## src/design/tst_pkg.sv

```systemverilog
// shared types and constants of the transpose search table
// no dependencies
package tst_pkg;

  localparam int DEFAULT_TABLE_DEPTH = 64;
  localparam int LEN_W  = 7;
  localparam int POS_W  = 6;
  localparam int WORD_W = 32;

  localparam logic KIND_WRITE  = 1'b0;
  localparam logic KIND_SEARCH = 1'b1;

  typedef struct packed {
    logic                     kind;
    logic [POS_W-1:0]         entry_index;
    logic signed [WORD_W-1:0] entry_value;
    logic signed [WORD_W-1:0] search_key;
  } in_beat_t;

  typedef struct packed {
    logic             found;
    logic [POS_W-1:0] position;
  } out_beat_t;

  typedef enum logic [1:0] {
    ST_IDLE,
    ST_SCAN,
    ST_SWAP,
    ST_DONE
  } state_t;

endpackage

```

## src/design/tst_mem.sv

```systemverilog
// entry memory: one write port, one read port with registered read data
// depends on tst_pkg
module tst_mem
  import tst_pkg::*;
#(
  parameter int TABLE_DEPTH = DEFAULT_TABLE_DEPTH,
  localparam int AW = $clog2(TABLE_DEPTH)
) (
  input  logic              clk,
  input  logic              we,
  input  logic [AW-1:0]     waddr,
  input  logic [WORD_W-1:0] wdata,
  input  logic [AW-1:0]     raddr,
  output logic [WORD_W-1:0] rdata
);

  logic [WORD_W-1:0] entries [TABLE_DEPTH];

  always_ff @(posedge clk) begin
    if (we) begin
      entries[waddr] <= wdata;
    end
  end

  always_ff @(posedge clk) begin
    rdata <= entries[raddr];
  end

endmodule

```

## src/design/tst_ctrl.sv

```systemverilog
// sequencer for the transpose search table: scan, swap write-back, output register
// depends on tst_pkg; drives the ports of tst_mem
module tst_ctrl
  import tst_pkg::*;
#(
  parameter int TABLE_DEPTH = DEFAULT_TABLE_DEPTH,
  localparam int AW = $clog2(TABLE_DEPTH)
) (
  input  logic              clk,
  input  logic              rst,
  input  logic              cfg_write,
  input  logic [LEN_W-1:0]  cfg_data,
  input  logic              in_valid,
  output logic              in_stall,
  input  in_beat_t          in_data,
  output logic              out_valid,
  input  logic              out_stall,
  output out_beat_t         out_data,
  output logic              mem_we,
  output logic [AW-1:0]     mem_waddr,
  output logic [WORD_W-1:0] mem_wdata,
  output logic [AW-1:0]     mem_raddr,
  input  logic [WORD_W-1:0] mem_rdata
);

  state_t            state, state_next;
  logic [LEN_W-1:0]  table_length;
  logic [LEN_W-1:0]  limit;
  logic [LEN_W-1:0]  lim_in;
  logic [LEN_W-1:0]  idx, idx_next, idx_inc;
  logic [WORD_W-1:0] key;
  logic [WORD_W-1:0] prev_word;
  out_beat_t         res, res_next;
  logic              accept;
  logic              hit;
  logic              load_out;

  assign in_stall = (state != ST_IDLE);
  assign accept   = in_valid && !in_stall;
  assign idx_inc  = idx + LEN_W'(1);
  assign hit      = (mem_rdata == key);
  // scan never runs past the table
  assign lim_in   = (int'(table_length) > TABLE_DEPTH) ? LEN_W'(TABLE_DEPTH) : table_length;

  always_ff @(posedge clk) begin
    if (rst) begin
      state        <= ST_IDLE;
      table_length <= '0;
      out_valid    <= 1'b0;
    end else begin
      state <= state_next;
      if (cfg_write) begin
        table_length <= cfg_data;
      end
      if (load_out) begin
        out_valid <= 1'b1;
      end else if (!out_stall) begin
        out_valid <= 1'b0;
      end
    end
  end

  always_ff @(posedge clk) begin
    idx       <= idx_next;
    res       <= res_next;
    prev_word <= mem_rdata;
    if (accept) begin
      key   <= in_data.search_key;
      limit <= lim_in;
    end
    if (load_out) begin
      out_data <= res;
    end
  end

  always_comb begin
    state_next = state;
    idx_next   = idx;
    res_next   = res;
    mem_we     = 1'b0;
    mem_waddr  = AW'(in_data.entry_index);
    mem_wdata  = in_data.entry_value;
    mem_raddr  = '0;
    load_out   = 1'b0;
    unique case (state)
      ST_IDLE: begin
        if (accept) begin
          if (in_data.kind == KIND_WRITE) begin
            // out-of-range writes are dropped but still answered
            mem_we     = (int'(in_data.entry_index) < TABLE_DEPTH);
            res_next   = '{found: 1'b0, position: in_data.entry_index};
            state_next = ST_DONE;
          end else begin
            idx_next   = '0;
            res_next   = '{found: 1'b0, position: '0};
            state_next = (lim_in == '0) ? ST_DONE : ST_SCAN;
          end
        end
      end
      ST_SCAN: begin
        // rdata holds entry idx; fetch idx+1 ahead of the compare
        mem_raddr = AW'(idx_inc);
        if (hit) begin
          res_next.found = 1'b1;
          if (idx == '0) begin
            res_next.position = '0;
            state_next        = ST_DONE;
          end else begin
            // first half of the swap: predecessor moves down
            res_next.position = POS_W'(idx - LEN_W'(1));
            mem_we            = 1'b1;
            mem_waddr         = AW'(idx);
            mem_wdata         = prev_word;
            state_next        = ST_SWAP;
          end
        end else if (idx_inc == limit) begin
          state_next = ST_DONE;
        end else begin
          idx_next = idx_inc;
        end
      end
      ST_SWAP: begin
        mem_we     = 1'b1;
        mem_waddr  = AW'(idx - LEN_W'(1));
        mem_wdata  = key;
        state_next = ST_DONE;
      end
      ST_DONE: begin
        if (!out_valid || !out_stall) begin
          load_out   = 1'b1;
          state_next = ST_IDLE;
        end
      end
      default: begin
        state_next = ST_IDLE;
      end
    endcase
  end

endmodule

```

## src/design/transpose_search_table.sv

```systemverilog
// Transpose search table: a self-organizing table of 32-bit entries. A write beat
// stores one entry; a search beat scans entries 0 to table_length-1 (capped at the
// table depth) and, on the first match at index i > 0, swaps it with entry i-1 and
// reports position i-1 with found set. A search reads one entry per cycle of the entry
// memory (one write port, one read port), plus the swap write-back on such a hit.
// One item is worked at a time; the next is accepted the cycle after the result is
// handed to the output register. Table contents are undefined until written.
// Depends on tst_pkg, tst_ctrl and tst_mem.
module transpose_search_table
  import tst_pkg::*;
#(
  parameter int TABLE_DEPTH = DEFAULT_TABLE_DEPTH
) (
  input  logic             clk,
  input  logic             rst,
  input  logic             cfg_write,
  input  logic [LEN_W-1:0] cfg_data,
  input  logic             in_valid,
  output logic             in_stall,
  input  in_beat_t         in_data,
  output logic             out_valid,
  input  logic             out_stall,
  output out_beat_t        out_data
);

  localparam int AW = $clog2(TABLE_DEPTH);

  logic              mem_we;
  logic [AW-1:0]     mem_waddr;
  logic [WORD_W-1:0] mem_wdata;
  logic [AW-1:0]     mem_raddr;
  logic [WORD_W-1:0] mem_rdata;

  tst_ctrl #(
    .TABLE_DEPTH(TABLE_DEPTH)
  ) u_ctrl (
    .clk       (clk),
    .rst       (rst),
    .cfg_write (cfg_write),
    .cfg_data  (cfg_data),
    .in_valid  (in_valid),
    .in_stall  (in_stall),
    .in_data   (in_data),
    .out_valid (out_valid),
    .out_stall (out_stall),
    .out_data  (out_data),
    .mem_we    (mem_we),
    .mem_waddr (mem_waddr),
    .mem_wdata (mem_wdata),
    .mem_raddr (mem_raddr),
    .mem_rdata (mem_rdata)
  );

  tst_mem #(
    .TABLE_DEPTH(TABLE_DEPTH)
  ) u_mem (
    .clk   (clk),
    .we    (mem_we),
    .waddr (mem_waddr),
    .wdata (mem_wdata),
    .raddr (mem_raddr),
    .rdata (mem_rdata)
  );

endmodule

```

## config.mk

```make
export PLATFORM = sky130hd
export DESIGN_NAME = transpose_search_table
export DESIGN_NICKNAME = d
export VERILOG_FILES = /design/src/design/tst_pkg.sv /design/src/design/tst_mem.sv /design/src/design/tst_ctrl.sv /design/src/design/transpose_search_table.sv
export SDC_FILE = /design/constraint.sdc
export NUM_CORES = 2
export LEC_CHECK = 0
export ABC_AREA = 1
export BUFFER_PORTS_ARGS = -buffer_cell sky130_fd_sc_hd__buf_2
export CAP_MARGIN = 30
export CORE_ASPECT_RATIO = 0.7
export CORE_UTILIZATION = 45
export DETAILED_ROUTE_END_ITERATION = 8
export GPL_TIMING_DRIVEN = 0
export PLACE_DENSITY = 0.66
export SLEW_MARGIN = 10
export SYNTH_ARGS = -nofsm -noshare
export SYNTH_HDL_FRONTEND = slang
export SYNTH_SLANG_ARGS = --single-unit
```

## constraint.sdc

```tcl
create_clock -name clk -period 5.7 [get_ports clk]
set_input_delay 0.285 -clock clk [delete_from_list [all_inputs] [get_ports clk]]
set_output_delay 0.285 -clock clk [all_outputs]
set_load 0.02 [all_outputs]
```

==> results.txt <==
cts repair resizes: 0
Total GRT Usage: 30.8%
RSZ-0062 raised after global routing: no
P&R area growth vs syn: 16.9%
Pleak: 32.5 nW
die area: 0.198 mm2
Filler Cells Inserted: 15768
Finish-stage setup viols: 0
Root Driver: clkbuf_16
Max VDD drop: 0.371 mV
critical path arrival: 5810 ps
Yosys cell types: 41
Mapped Cells: 6227
WS Path Type: reg2reg
WL final: 310000 um
worst-skew pair later-pin latency: 880 ps
WP data required: 6350 ps
final antenna-violating net count: 0
relative slew slack: 25.7%
H-tree Lvls: 4
initial core utilization: 45.4%
crit start category: register
Adder-Cell Fraction of Synth Area: 0.0994%
Worst Max-Slew Pin Slew: 1110 ps
# DRC: 0
routed wl met2: 121000 um
IO Count: 92
ranking of synthesized cells by area: edfxtp_1 72%, o211ai_1 8.6%, or2_2 5.3%, nor2_1 2.8%, o31ai_1 2.2%
setup_tns: 0 ps
hold crit path type: in2reg
Clock Tree Buf Depth: 4
simple-gate share of the synthesized area: 10.5%
flops & latches, synth: 2182
Post-Synth XOR/XNOR Area: 0.318%
Via Count: 60366
Tot Pwr: 61.2 mW
final hold violation count: 0
Power Dens Cells: 594 mW/mm2
DR pass1 iterations: 8
largest net degree at the start of global routing: 37
post-synth top area share: 71.8%
layout cells sized above 1: 22.5%
Tcrit/Tclk final: 90.4%
Chip Width: 531 um
Mapped Avg Cell Area: 14.1 um2
fin crit period: 5150 ps
Final Non-Filler Cells: 9531
Post-Syn Area: 0.0881 mm2
top sig layer: met5
nets: 6838
Max Cap Violations: 0
Max Clock Freq: 0.194 GHz
WL per Instance: 32.5 um
Worst-path clk slew: 70 ps
row count: 135
Synth Area in Compound Gates: 13.0%
die height: 372 um
syn_nets: 6317
mux contribution to synthesized area: 0%
RePlAce Congestion: 1.02
wl on met1: 120000 um
first-pass GRT wire length: 423000 um
status: finished, final reports clean
Synth area leader: edfxtp_1
Setup Skew: 55.0 ps
Clock Sinks: 2182
number of CTS-inserted buffers: 199
Syn. warnings: 0
antenna violations before repair: 24
placed cell count: 9078
Max FO, Critical Path: 10
Initial DRC Count: 10313
Via density: 6.33
TritonCTS clock tree: done
Post-synth top flop: edfxtp_1
largest family of logic cells by synthesized area: compound AO/OA/AOI/OAI gates
post-synthesis sequential area ratio: 73.5%
DP Wirelength: 220000 um
critical path endpoint category: register
Synth async-reset ratio: 0%
Core Footprint: 0.194 mm2
met3 wire len: 56600 um
number of global-route vias before repair: 56117
Slew Limit Fails: 0
Post-synth EDFFs: 2108
grt ovf: 0
port buffer count: 91
-- metrics by stage --
stage / setup WS, ps / cell area [um2] / hold slack, ps / util, %
floorplan: 826 / 88100 / 350 / -
global placement: -6300 / 91800 / 362 / 47.4
detailed placement: 884 / 96000 / 357 / 49.5
CTS: 898 / 103000 / 2.89 / 53.0
global route: 742 / 103000 / 21.6 / 53.1
finish: 549 / 103000 / 39.4 / 53.1
-- cell usage in the layout, fill, tap and decap left out, types with 7 or more instances in the layout --
master,synthesis,routed
buf_12,0,92
or2_2,744,744
clkbuf_16,0,202
buf_16,0,44
a22oi_1,19,19
inv_1,59,58
nand2_1,194,194
buf_8,0,18
dlygate4sd3_1,0,65
dfxtp_1,74,74
buf_6,10,18
nand4_1,9,9
o21ai_0,264,245
o311ai_0,10,10
o31ai_1,256,256
or2_1,11,11
o21ai_1,15,15
nor2_4,3,67
buf_1,23,23
clkinv_2,0,33
clkinv_1,0,44
ha_1,7,7
clkbuf_1,283,329
buf_2,143,236
nor2_1,653,589
o21ai_4,0,19
edfxtp_1,2108,2108
diode_2,0,25
o211ai_1,1008,1008
bufinv_16,0,15
nand3_1,208,208
a21oi_1,26,26
nand2_2,9,9
a31oi_4,0,13
xnor2_1,27,27
-- Yosys cell counts, types with 6 or more instances --
master	n
nand4_1	9
buf_2	143
edfxtp_1	2108
dfxtp_1	74
buf_6	10
nand2_2	9
buf_4	6
o211ai_1	1008
a21oi_1	26
o311ai_0	10
xnor2_1	27
o21ai_1	15
clkbuf_1	283
o311ai_1	6
a22oi_1	19
a31oi_1	13
nand3_1	208
or2_2	744
ha_1	7
nand2_1	194
o22ai_1	6
nor2_1	653
inv_1	59
o31ai_1	256
buf_1	23
or2_1	11
o21ai_0	264
-- metal layers --
layer,track usage [%],vias to the layer above
li1,-,24888
met1,42.5,30170
met2,40.1,4623
met3,16.7,655
met4,11.2,30
met5,1.43,-
-- flip-flops by register name (all words and copies together) (netlist names) --
| register | count |
|---|---|
| u_mem.entries | 2048 |
| u_ctrl.key | 32 |
| u_ctrl.prev_word | 32 |
| u_mem.rdata | 32 |
| u_ctrl.idx | 7 |
| u_ctrl.limit | 7 |
| u_ctrl.out_data | 7 |
| u_ctrl.res | 7 |
| u_ctrl.table_length | 7 |
| u_ctrl.state | 2 |
| u_ctrl.out_valid | 1 |
-- final timing paths --
| path | startpoint | to | slack, ps | depth (start not counted) |
|---|---|---|---|---|
| worst max-delay path | u_ctrl.idx[0] | u_mem.rdata[31] | 550 | 12 |
| worst min-delay path | in_data[51] | u_mem.entries[40][19] | 40 | 3 |
| worst max register to register | u_ctrl.idx[0] | u_mem.rdata[31] | 550 | 12 |
| worst min register to register | u_mem.rdata[6] | u_ctrl.prev_word[6] | 370 | 0 |
-- cell families (layout without fill, tap and decap cells) --
kind of cell,count (synthesis),in the layout
simple gates,1852,1852
fa+ha+maj,7,7
other cells,0,25
flops,2182,2182
compound gates,1625,1625
xor+xnor,32,32
buf+inv,529,1205
-- timing repair --
action / 4_1_cts / 5_1_grt
endpoints found under the hold margin: 99 / 0
hold buffers: 65 / 0
setup buffers: 0 / 0
-- cell type report --
| type | instances | area [um2] | share of cell area [%] |
|---|---|---|---|
| clock buffer | 256 | 5320 | 5.16 |
| timing repair buffer | 320 | 4530 | 4.40 |
| buffer | 465 | 2020 | 1.96 |
| antenna | 25 | 62.6 | 0.0607 |
| multi-input combinational | 3516 | 22000 | 21.3 |
| tap | 2603 | 3260 | 3.16 |
| sequential | 2182 | 64800 | 62.9 |
| inverter | 64 | 245 | 0.238 |
| clock inverter | 100 | 851 | 0.826 |
-- critical path, stage by stage (launching register included) --
cell,delay [ps]
edfxtp_1,720
inv_2,180
ha_1,390
nand2_1,180
inv_2,240
clkbuf_1,510
buf_8,250
clkbuf_1,770
o31ai_1,230
o211ai_1,670
nand3_1,410
nand3_1,190
nand2_1,200
-- power by group --
part,switching (mW),internal (mW)
registers,0.394,21.8
logic,19.5,6.27
clock network,5.97,7.24
No activity file was read; power rests on OpenSTA's default activity.
